--- src/rtl/bbp_pkg.sv ---
`timescale 1ns / 1ps
package bbp_pkg;

  localparam int FRAC_BITS        = 16;
  localparam int CONTROL_POINTS   = 16;
  localparam int MAX_TESSELLATION = 64;

  // fixed point one and one half for the parameter words
  localparam logic [17:0] ONE_Q  = 18'h10000;
  localparam logic [33:0] HALF_Q = 34'h08000;

  // operation of one issue slot of the multiply-accumulate lanes
  localparam logic [1:0] OP_NONE = 2'd0;
  localparam logic [1:0] OP_ROW  = 2'd1;
  localparam logic [1:0] OP_COL  = 2'd2;

  typedef logic [3:0][17:0] bbp_wgt_t;

  // one issue slot: memory read address, weight and accumulate mode
  typedef struct packed {
    logic [1:0]  op;
    logic        clr;
    logic [3:0]  addr;
    logic [17:0] wgt;
  } bbp_ctl_t;

  // control point write port
  typedef struct packed {
    logic        en;
    logic [3:0]  slot;
    logic [31:0] x;
    logic [31:0] y;
    logic [31:0] z;
  } bbp_wr_t;

  // product of two Q1.16 values rounded half up
  function automatic logic [16:0] mulq(input logic [16:0] a, input logic [16:0] b);
    logic [33:0] p;
    p = 34'(a) * 34'(b) + HALF_Q;
    return p[32:16];
  endfunction

  // corner emitted at each output position: A C D A D B
  function automatic logic [1:0] corner_of(input logic [2:0] idx);
    logic [1:0] c;
    case (idx)
      3'd0:    c = 2'd0;
      3'd1:    c = 2'd2;
      3'd2:    c = 2'd3;
      3'd3:    c = 2'd0;
      3'd4:    c = 2'd3;
      3'd5:    c = 2'd1;
      default: c = 2'd0;
    endcase
    return c;
  endfunction

endpackage

--- src/rtl/bbp_div.sv ---
`timescale 1ns / 1ps
module bbp_div import bbp_pkg::*; (
  input  logic        clk_i,
  input  logic        rst_ni,
  input  logic        start_i,
  input  logic [6:0]  num_i,
  input  logic [6:0]  den_i,
  output logic        done_o,
  output logic [16:0] quo_o
);

  logic [22:0] dvd_q, dvd_d;
  logic [6:0]  rem_q, rem_d;
  logic [4:0]  cnt_q, cnt_d;
  logic        busy_q, busy_d, done_q, done_d;
  logic [7:0]  trial;
  logic        ge;

  // one restoring step per cycle on (num << 16) / den
  assign trial = {rem_q, dvd_q[22]};
  assign ge    = trial >= {1'b0, den_i};

  always_comb begin
    dvd_d  = dvd_q;
    rem_d  = rem_q;
    cnt_d  = cnt_q;
    busy_d = busy_q;
    done_d = 1'b0;
    if (start_i) begin
      dvd_d  = {num_i, 16'h0000};
      rem_d  = '0;
      cnt_d  = 5'd22;
      busy_d = 1'b1;
    end else if (busy_q) begin
      rem_d = ge ? 7'(trial - {1'b0, den_i}) : trial[6:0];
      dvd_d = {dvd_q[21:0], ge};
      cnt_d = cnt_q - 5'd1;
      if (cnt_q == 5'd0) begin
        busy_d = 1'b0;
        done_d = 1'b1;
      end
    end
  end

  always_ff @(posedge clk_i or negedge rst_ni) begin
    if (!rst_ni) begin
      busy_q <= 1'b0;
      done_q <= 1'b0;
      cnt_q  <= '0;
    end else begin
      busy_q <= busy_d;
      done_q <= done_d;
      cnt_q  <= cnt_d;
    end
  end

  always_ff @(posedge clk_i) begin
    dvd_q <= dvd_d;
    rem_q <= rem_d;
  end

  assign done_o = done_q;
  assign quo_o  = dvd_q[16:0];

endmodule

--- config.mk ---
export PLATFORM = sky130hd
export DESIGN_NAME = bbp_div
export DESIGN_NICKNAME = d
export VERILOG_FILES = /design/src/rtl/bbp_pkg.sv /design/src/rtl/bbp_div.sv
export SDC_FILE = /design/constraint.sdc
export NUM_CORES = 1
export LEC_CHECK = 0
export BUFFER_PORTS_ARGS = -buffer_cell sky130_fd_sc_hd__buf_2
export CAP_MARGIN = 20
export CORE_MARGIN = 5
export CORE_UTILIZATION = 39
export DETAILED_ROUTE_END_ITERATION = 16
export GPL_ROUTABILITY_DRIVEN = 0
export SYNTH_ARGS = -nofsm -noshare
export SYNTH_HDL_FRONTEND = slang
export SYNTH_SLANG_ARGS = --single-unit
--- constraint.sdc ---
create_clock -name clk_i -period 2.03 [get_ports clk_i]
set_input_delay 0.3045 -clock clk_i [delete_from_list [all_inputs] [get_ports clk_i]]
set_output_delay 0.3045 -clock clk_i [all_outputs]
set_load 0.05 [all_outputs]
==> qor.csv <==
stage,metric,value,unit
floorplanning,die_w,83.6,um
synthesis,synth_xor_area_frac,0.0249,
synthesis,synth_ff_type,dfxtp_1,
min_path,worstHoldPathType,in2reg,
setup_path,slowest_stage,a211o_4,
status,status,finished clean,
placed_design,dpl_worst_slack,-0.0165,ns
pwr,irDropWorstVdd,0.523,mV
layout,n_antenna_cell,0,
setup_path,crit_type,reg2reg,
synthesis,ys_seq_area_frac,0.400,
setup_path,worstSetupEndpointType,flop,
pwr,power.leakage,1.15,nW
clocking,cts-root-buf,clkbuf_8,
routing,drc,0,
grt,grt_max_degree,24,
grt,grt_pass1_wl,6910,um
synthesis,syn_area_per_cell,9.52,um^2
synthesis,muxShareOfSynthArea,0.0710,
setup_path,critPathMaxStageDelay,0.39,ns
synthesis,synth_top_cell_by_area,dfxtp_1,
sta,tightest_slew,0.518,ns
synthesis,ys_types,51,
synthesis,yosys.area_share.simple,0.187,
routing,dr.pass1.iters,4,
routing,vias,1599,
sta,setup_viol,0,
synthesis,yosys-top-cells-area,"dfxtp_1, edfxtp_1, dfrtp_1",
clocking,htreeDepth,2,
routing,vias_per_cell,5.08,
grt,grt_overflow_total,0,
setup_path,crit_family,compound AO/OA/AOI/OAI gates,
clocking,cts_tree,yes,
job,maxCapViolCount,0,
sta,slew_violations,0,
setup_path,path_buf_inv,1,
synthesis,synth_area,2110,um^2
floorplanning,die_height,83.6,um
pwr,powerDensity,1050,nW/um^2
layout,drive_gt1_frac,0.265,
routing,initialDrtViolationCount,99,
routing,wl_per_cell,13.4,um
floorplanning,dieArea,6990,um^2
placed_design,port_buffers,34,
sta,worst_slack,0.142,ns
synthesis,yosys_register_bits,37,
grt,grt_antenna_before_repair,0,
pwr,power,2.54,mW
grt,grt_pass1_vias,1510,
setup_path,path_cells,inv_1 > ha_1 > fa_2 > nand2b_4 > a211o_4 > a41oi_2 > o21ai_1,
placed_design,hpwl,3020,um
grt,grt_use_total,0.120,
synthesis,synth_fp_nets,248,
synthesis,synth_top_family_by_area,simple AND/OR/NAND/NOR gates,
sta,finClkSkew,0.00732,ns
setup_path,worstPathMaxFanout,7,
clocking,cts_max_path_buffers,2,
synthesis,synth_edf_count,7,
routing,routed_wl,4210,um
clocking,clk_latency,0.29,ns
routing,antenna_left,0,
synthesis,synth-compound-area-share,0.153,
synthesis,synth-warning-count,0,
sta,rsz0062_at_grt,no,
setup_path,crit_arrival,2.06,ns
sta,fmax,530,MHz
layout,area.growth.synth_to_final,14.6,%
synthesis,synth_top_area_frac,0.218,
setup_path,worstPathRequired,2.20,ns
synthesis,yosys.area_share.adder,0.0568,
sta,max_slew_margin,0.654,
layout,fin_nets,270,
floorplanning,row_count,26,
setup_path,start_kind,flop,
sta,fin_crit_sh,0.930,
clocking,cts.clk_slew.worst_paths,0.07,ns
synthesis,syn_inst,222,
synthesis,async_flop_share,0.189,
floorplanning,core_area,5170,um^2
sta,min_period,1.89,ns
sta,hold_viol,0,
clocking,clkSinkCount,37,
floorplanning,io_pins,35,
floorplanning,start_util,0.409,
clocking,cts-buffers-inserted,5,
cells in the final DEF, fill, tap and decap left out, types with 4 or more instances in the layout:
| cell | count |
|---|---|
| buf_4 | 8 |
| dfrtp_1 | 7 |
| nand2b_1 | 6 |
| nor2_1 | 26 |
| nor2b_1 | 5 |
| ha_1 | 8 |
| nand2_1 | 12 |
| o21ai_0 | 4 |
| mux2i_1 | 15 |
| inv_1 | 12 |
| xnor2_1 | 5 |
| nor3b_1 | 7 |
| a22o_1 | 6 |
| edfxtp_1 | 7 |
| nor3_1 | 4 |
| dfxtp_1 | 23 |
| clkbuf_8 | 6 |
| buf_2 | 34 |
per-layer routing:
metal,share of wire,routed length [um],global-route usage,vias to the layer above
met5,0,0,0,-
met2,0.47,1990,0.186,36
met3,0.045,188,0.0395,4
met1,0.47,2000,0.158,742
met4,0.0069,29,0.0380,0
li1,-,-,-,817
area by class of cell:
cell class	instances	area [um^2]
fill	505	2750
inverter	12	45.0
timing repair buffer	43	240
clock inverter	1	7.51
clock buffer	7	108
tap	70	87.6
multi-input combinational	145	1090
sequential	37	846
sequential cells by signal, indices dropped and copies added, names as in the netlist:
signal	cells
dvd_q	23
done_o	1
rem_q	7
busy_q	1
cnt_q	5
report_power, final:
group          switching [mW]  internal [mW]  leakage [nW]
Combinational           0.579          0.434         0.754
Sequential             0.0716          0.846         0.342
Clock                   0.256          0.350        0.0556
Total                   0.906           1.63          1.15
final timing paths:
kind                                            start                    end  slack (ns)  cells past startpoint
worst min-delay path                         num_i[0]    dvd_q[16]$_DFFE_PP_        0.30                      3
worst min register to register  rem_q[2]$_SDFFE_PP0P_  rem_q[2]$_SDFFE_PP0P_        0.51                      2
min in group asynchronous                      rst_ni   cnt_q[3]$_DFFE_PN0P_        0.37                      2
worst max-delay path              dvd_q[22]$_DFFE_PP_  rem_q[5]$_SDFFE_PP0P_        0.14                      7
max in group asynchronous                      rst_ni   cnt_q[0]$_DFFE_PN0P_        1.50                      2
worst max register to register    dvd_q[22]$_DFFE_PP_  rem_q[5]$_SDFFE_PP0P_        0.14                      7
per-stage QoR:
| stage | area, um^2 | cells | TNS (ns) | util | hold slack (ns) |
|---|---|---|---|---|---|
| floorplan | 2110 | 222 | 0 | - | 0.00891 |
| global placement | 2250 | 306 | 0 | 0.435 | 0.149 |
| detailed placement | 2250 | 306 | -0.0484 | 0.435 | 0.145 |
| CTS | 2370 | 315 | 0 | 0.459 | 0.292 |
| global route | 2420 | 315 | 0 | 0.469 | 0.291 |
| finish | 2420 | 315 | 0 | 0.469 | 0.301 |
timing repair:
| item | CTS | global route |
|---|---|---|
| hold endpoints to repair | 7 | 0 |
| setup endpoints to repair | 0 | 8 |
| hold buffers | 1 | 0 |
| setup buffers | 0 | 0 |
| gates resized for setup | 0 | 7 |
synthesized netlist by cell type (all sizes together), types with 2 or more instances:
cell,number
nor2,26
buf,23
dfxtp,23
mux2i,15
inv,12
nand2,12
ha,8
nand2b,8
dfrtp,7
edfxtp,7
nor3b,7
a22o,6
o21ai,6
a211oi,5
clkbuf,5
nor2b,5
nor3,5
xnor2,5
a41oi,4
o31ai,3
or2,3
a311oi,2
nand3,2
nand4,2
o21a,2
tightest hold or removal path, delay by kind of cell:
kind                   cells  cell delay (ns)
buffers and inverters      1             0.07
AO/OA/AOI/OAI              1             0.06
AND/OR/NAND/NOR            1             0.04
kinds of logic (layout without fill, tap and decap cells):
kind of cell | count (synthesis) | in the layout
multiplexers | 15 | 15
AO/OA/AOI/OAI | 40 | 40
AND/OR/NAND/NOR | 75 | 75
flip-flops | 37 | 37
buffers and inverters | 40 | 63
XOR/XNOR | 6 | 6
adder cells (fa/ha/maj) | 9 | 9
No activity file was read; power rests on OpenSTA's default activity.
