[config.mk]
export PLATFORM = sky130hd
export DESIGN_NAME = bbp_weight
export DESIGN_NICKNAME = d
export VERILOG_FILES = /design/src/rtl/bbp_pkg.sv /design/src/rtl/bbp_weight.sv
export SDC_FILE = /design/constraint.sdc
export NUM_CORES = 2
export LEC_CHECK = 0
export BUFFER_PORTS_ARGS = -buffer_cell sky130_fd_sc_hd__buf_2
export CAP_MARGIN = 20
export CORE_ASPECT_RATIO = 0.6
export CORE_MARGIN = 4
export CORE_UTILIZATION = 65
export CTS_BUF_LIST = sky130_fd_sc_hd__clkbuf_16
export CTS_CLUSTER_SIZE = 16
export DETAILED_ROUTE_END_ITERATION = 10
export GPL_TIMING_DRIVEN = 1
export PLACE_DENSITY = 0.82
export SLEW_MARGIN = 20
export SYNTH_ARGS = -nofsm -noshare
export SYNTH_HDL_FRONTEND = slang
export SYNTH_SLANG_ARGS = --single-unit
[constraint.sdc]
create_clock -name clk_i -period 10 [get_ports clk_i]
set_input_delay 2 -clock clk_i [delete_from_list [all_inputs] [get_ports clk_i]]
set_output_delay 2 -clock clk_i [all_outputs]
set_load 0.005 [all_outputs]
[src/rtl/bbp_pkg.sv]
`timescale 1ns / 1ps
package bbp_pkg;

  localparam int FRAC_BITS        = 16;
  localparam int CONTROL_POINTS   = 16;
  localparam int MAX_TESSELLATION = 64;

  // fixed point one and one half for the parameter words
  localparam logic [17:0] ONE_Q  = 18'h10000;
  localparam logic [33:0] HALF_Q = 34'h08000;

  // operation of one issue slot of the multiply-accumulate lanes
  localparam logic [1:0] OP_NONE = 2'd0;
  localparam logic [1:0] OP_ROW  = 2'd1;
  localparam logic [1:0] OP_COL  = 2'd2;

  typedef logic [3:0][17:0] bbp_wgt_t;

  // one issue slot: memory read address, weight and accumulate mode
  typedef struct packed {
    logic [1:0]  op;
    logic        clr;
    logic [3:0]  addr;
    logic [17:0] wgt;
  } bbp_ctl_t;

  // control point write port
  typedef struct packed {
    logic        en;
    logic [3:0]  slot;
    logic [31:0] x;
    logic [31:0] y;
    logic [31:0] z;
  } bbp_wr_t;

  // product of two Q1.16 values rounded half up
  function automatic logic [16:0] mulq(input logic [16:0] a, input logic [16:0] b);
    logic [33:0] p;
    p = 34'(a) * 34'(b) + HALF_Q;
    return p[32:16];
  endfunction

  // corner emitted at each output position: A C D A D B
  function automatic logic [1:0] corner_of(input logic [2:0] idx);
    logic [1:0] c;
    case (idx)
      3'd0:    c = 2'd0;
      3'd1:    c = 2'd2;
      3'd2:    c = 2'd3;
      3'd3:    c = 2'd0;
      3'd4:    c = 2'd3;
      3'd5:    c = 2'd1;
      default: c = 2'd0;
    endcase
    return c;
  endfunction

endpackage

[src/rtl/bbp_weight.sv]
`timescale 1ns / 1ps
module bbp_weight import bbp_pkg::*; (
  input  logic        clk_i,
  input  logic        rst_ni,
  input  logic        start_i,
  input  logic [16:0] t_i,
  output logic        valid_o,
  output bbp_wgt_t    wgt_o
);

  logic [16:0] s;
  logic [16:0] s_q, t_q, ss_q, tt_q;
  logic [16:0] m1, m2;
  logic        va_q, vb_q;
  bbp_wgt_t    wgt_q;

  assign s = 17'(ONE_Q - {1'b0, t_i});

  // first stage: squares of s and t
  always_ff @(posedge clk_i) begin
    s_q  <= s;
    t_q  <= t_i;
    ss_q <= mulq(s, s);
    tt_q <= mulq(t_i, t_i);
  end

  assign m1 = mulq(ss_q, t_q);
  assign m2 = mulq(s_q, tt_q);

  // second stage: the four cubic weights
  always_ff @(posedge clk_i) begin
    wgt_q[0] <= {1'b0, mulq(ss_q, s_q)};
    wgt_q[1] <= 18'({1'b0, m1}) + 18'({m1, 1'b0});
    wgt_q[2] <= 18'({1'b0, m2}) + 18'({m2, 1'b0});
    wgt_q[3] <= {1'b0, mulq(tt_q, t_q)};
  end

  always_ff @(posedge clk_i or negedge rst_ni) begin
    if (!rst_ni) begin
      va_q <= 1'b0;
      vb_q <= 1'b0;
    end else begin
      va_q <= start_i;
      vb_q <= va_q;
    end
  end

  assign valid_o = vb_q;
  assign wgt_o   = wgt_q;

endmodule

==> impl.org <==
** Run status
- Result of the run :: finished, final reports clean

** Timing
- Final setup violation count :: 0
- At the pin with the least slew margin, the transition time is 1049 ps.
- Maximum frequency from static timing analysis :: 0.1074 GHz
- The worst pin sits at a relative slew slack of 29.95%.
- After routing, the total negative slack on setup checks comes to 0 ps.
- Between clock sinks in the finished design, the worst skew comes to 25.02 ps.
- The routed design could run at a clock period as short as 9311 ps.
- The number of hold violations in the final report came to 0.
- Final-report max-slew violation count :: 0
- Setup repair after global routing left no endpoint under its margin.
- Share of the cycle needed by the critical path after routing :: 93.11%

** Yosys
- The most used flip-flop cell after synthesis is sky130_fd_sc_hd__dfxtp_1.
- Syn Inst Count :: 6255
- In this run, synthesis inferred 0 flip-flops with an integrated enable.
- Leading area contributor after synthesis :: sky130_fd_sc_hd__fa_1
- Sorting the synthesized cells by area gives the leading types as sky130_fd_sc_hd__fa_1 45%, sky130_fd_sc_hd__ha_1 15%, sky130_fd_sc_hd__inv_1 11%.
- Summing the sequential cell areas from Yosys gives 4.943% of the chip area.
- Area of the mapped netlist :: 56500 um2
- Warnings from Yosys :: 0
- A synthesized cell averages 9.032 um2.
- After synthesis, the netlist uses 76 different library cells.
- Async set-reset flop share out of synthesis :: 1.439%
- Post-synth top area share :: 45.36%
- Number of flip-flops and latches in the synthesized netlist :: 139

** Final layout
- Most frequent standard cell in the layout excluding fill and tap cells :: sky130_fd_sc_hd__inv_1
- Relative to the synthesized area, the layout overhead comes to 4.137%.
- Ratio of cells with drive above 1 in the final layout :: 4.411%
- The library cells used most frequently in the layout, excluding fill and tap cells, are 1609 x sky130_fd_sc_hd__inv_1, 1280 x sky130_fd_sc_hd__fa_1, 772 x sky130_fd_sc_hd__nand2_1.
- 0 antenna diodes ended up in the layout.
- After the last flow step, the layout net total stands at 8221.

** Global route
- The number of antenna violations at the first check in global routing is 2.
- Entering global routing, the biggest net connects 35 pins.
- The total overflow left after global routing is 0.
- Wire length of the first global-routing pass :: 243.9 mm
- Via count of the first global-routing pass :: 44950
- Total routing resource utilization after global routing :: 34.08%

** Clock network
- Post-cts gate resize count :: 0
- Setup repair bufs after CTS :: 0
- TritonCTS clock tree :: built
- The H-tree was split into 4 levels.
- Hold Buf Count CTS :: 0
- Clock tree synthesis selected as its root buffer the cell sky130_fd_sc_hd__clkbuf_16.
- The number of clock buffers added by TritonCTS is 17.
- The clock passes through at most 2 buffers.
- For this design, the sink count on the clock tree is 139.
- Worst skew pair latency :: 540 ps
- Clock transition time at the flip-flop clock pins of the worst setup and hold paths :: 80 ps

** Route
- Via Count :: 41590
- Number of optimization iterations in the first detailed-route pass :: 6
- WL/cell :: 20.11 um
- In the routed design, unresolved DRC markers number 0.
- 1st-iter DRT viols :: 3708
- Routed wire length :: 148.5 mm
- Remaining antenna violation count after routing :: 0
- After detailed routing, the number of vias per cell comes to 5.634.

** Die
- In this run the vertical extent of the chip is 236.4 um.
- Area of the placeable core :: 85880 um2
- Initial core utilization :: 65.78%
- Row Count :: 83
- The floorplan step defined a die boundary enclosing 91850 um2.
- 93 I/O pins were placed.
- Measured along the x axis, the die boundary spans 388.6 um.

** Worst setup path
- Data arrival, critical path :: 9730 ps
- The setup path with the least slack is of type register to register.
- Startpoint kind of the worst setup timing path :: register
- Slowest cell delay on critical path :: 750 ps
- Top cell by count, worst path :: sky130_fd_sc_hd__fa_1
- Worst Path Max Fanout :: 13
- STA classifies the critical path endpoint as a register.
- STA puts the critical path data required time at 10420 ps.
- CP max stage cell :: sky130_fd_sc_hd__dfxtp_1

** Place
- Post-detailed-placement half-perimeter wirelength :: 123.1 mm
- Input and output buffers added on the ports amount to 90.
- Final RePlAce weighted congestion :: 0.9938

** Flow run
- Across the run, the number of max-cap violations was 0.

** Hold path
- Hold/Removal Path Class :: register to register
-- Yosys cell counts, types with 4 or more instances --
cell and count:
sky130_fd_sc_hd__inv_1 1605, sky130_fd_sc_hd__fa_1 1280, sky130_fd_sc_hd__nand2_1 772, sky130_fd_sc_hd__ha_1 699, sky130_fd_sc_hd__and2_1 562, sky130_fd_sc_hd__clkbuf_1 248, sky130_fd_sc_hd__nor2_1 225, sky130_fd_sc_hd__dfxtp_1 137
sky130_fd_sc_hd__xnor2_1 118, sky130_fd_sc_hd__a21oi_1 94, sky130_fd_sc_hd__o21ai_0 51, sky130_fd_sc_hd__a21o_1 47, sky130_fd_sc_hd__xor2_1 44, sky130_fd_sc_hd__nor3_1 41, sky130_fd_sc_hd__nand3_1 28, sky130_fd_sc_hd__o21a_1 24
sky130_fd_sc_hd__and3_1 21, sky130_fd_sc_hd__or2_2 18, sky130_fd_sc_hd__nand4_1 15, sky130_fd_sc_hd__nor2b_1 15, sky130_fd_sc_hd__a211oi_1 13, sky130_fd_sc_hd__a31oi_1 10, sky130_fd_sc_hd__clkinv_1 10, sky130_fd_sc_hd__o211ai_1 10
sky130_fd_sc_hd__or3_1 10, sky130_fd_sc_hd__nand2b_1 9, sky130_fd_sc_hd__o21bai_1 9, sky130_fd_sc_hd__o31ai_1 9, sky130_fd_sc_hd__buf_1 7, sky130_fd_sc_hd__nor4_1 7, sky130_fd_sc_hd__or4_1 7, sky130_fd_sc_hd__a2111oi_0 6
sky130_fd_sc_hd__a221oi_1 6, sky130_fd_sc_hd__and4_1 6, sky130_fd_sc_hd__nand4b_1 5, sky130_fd_sc_hd__o211a_1 5, sky130_fd_sc_hd__a31o_2 4, sky130_fd_sc_hd__o22ai_1 4, sky130_fd_sc_hd__o311a_1 4, sky130_fd_sc_hd__o311ai_0 4
-- final timing paths --
check	from	endpoint	slack [ps]	cells past startpoint
setup / recovery	t_q[5]	wgt_o[34]	690	31
hold / removal	va_q	valid_o	350	0
setup reg to reg	t_q[5]	wgt_o[34]	690	31
hold reg to reg	va_q	valid_o	350	0
max in group asynchronous	rst_ni	va_q	8680	1
min in group asynchronous	rst_ni	valid_o	1220	1
-- flip-flops by register name, summed over array words and instances, names as in the netlist --
| signal | flops |
|---|---|
| va_q | 1 |
| wgt_o | 70 |
| tt_q | 17 |
| ss_q | 17 |
| s_q | 16 |
| t_q | 17 |
| valid_o | 1 |
-- stage by stage --
stage | instance area [um2] | worst slack (ps) | hold WS [ps] | util (%) | instances
final | 58830 | 688.8 | 352.5 | 68.50 | 7382
after floorplan | 56500 | 827.6 | 331.2 | - | 6256
after detailed placement | 58280 | 285.5 | 337.1 | 67.86 | 7350
after CTS | 58820 | 221.0 | 354.8 | 68.49 | 7382
after global routing | 58830 | 54.74 | 355.4 | 68.50 | 7382
after global placement | 58280 | 570.4 | 336.1 | 67.86 | 7350
-- area by class of cell --
cell class / count / area (um2)
multi-input combinational: 4243 / 46680
fill: 6423 / 27050
inverter: 1616 / 6066
sequential: 139 / 2804
tap: 1147 / 1435
timing repair buffer: 205 / 1314
clock buffer: 17 / 425.4
clock inverter: 15 / 113.9
-- kinds of logic after synthesis --
family	share of synthesized area (%)
xor gates and xnor gates	2.511
DFF	4.943
muxes	0.09301
and+or+nand+nor	14.92
AOI/OAI and AO/OA	4.199
adders and majority gates	60.86
buffers and inverters	12.47
other	0.006638
-- metal layers --
metal	part of all wire, %	GRT usage, %
met3	16	14.87
met4	2.7	8.555
met1	42	49.07
met5	0.0088	0.3117
met2	40	47.30
-- worst max-delay path: cells and delay by family (launching register included) --
kind / cells / cell delay (ps)
adders and majority gates: 9 / 3810
buffers and inverters: 4 / 220
DFF: 1 / 750
AOI/OAI and AO/OA: 8 / 2410
and+or+nand+nor: 10 / 2000
Power is left out: the tool's default activity adds up to more than one toggle a clock period on the data nets, which glitch-free logic cannot reach.
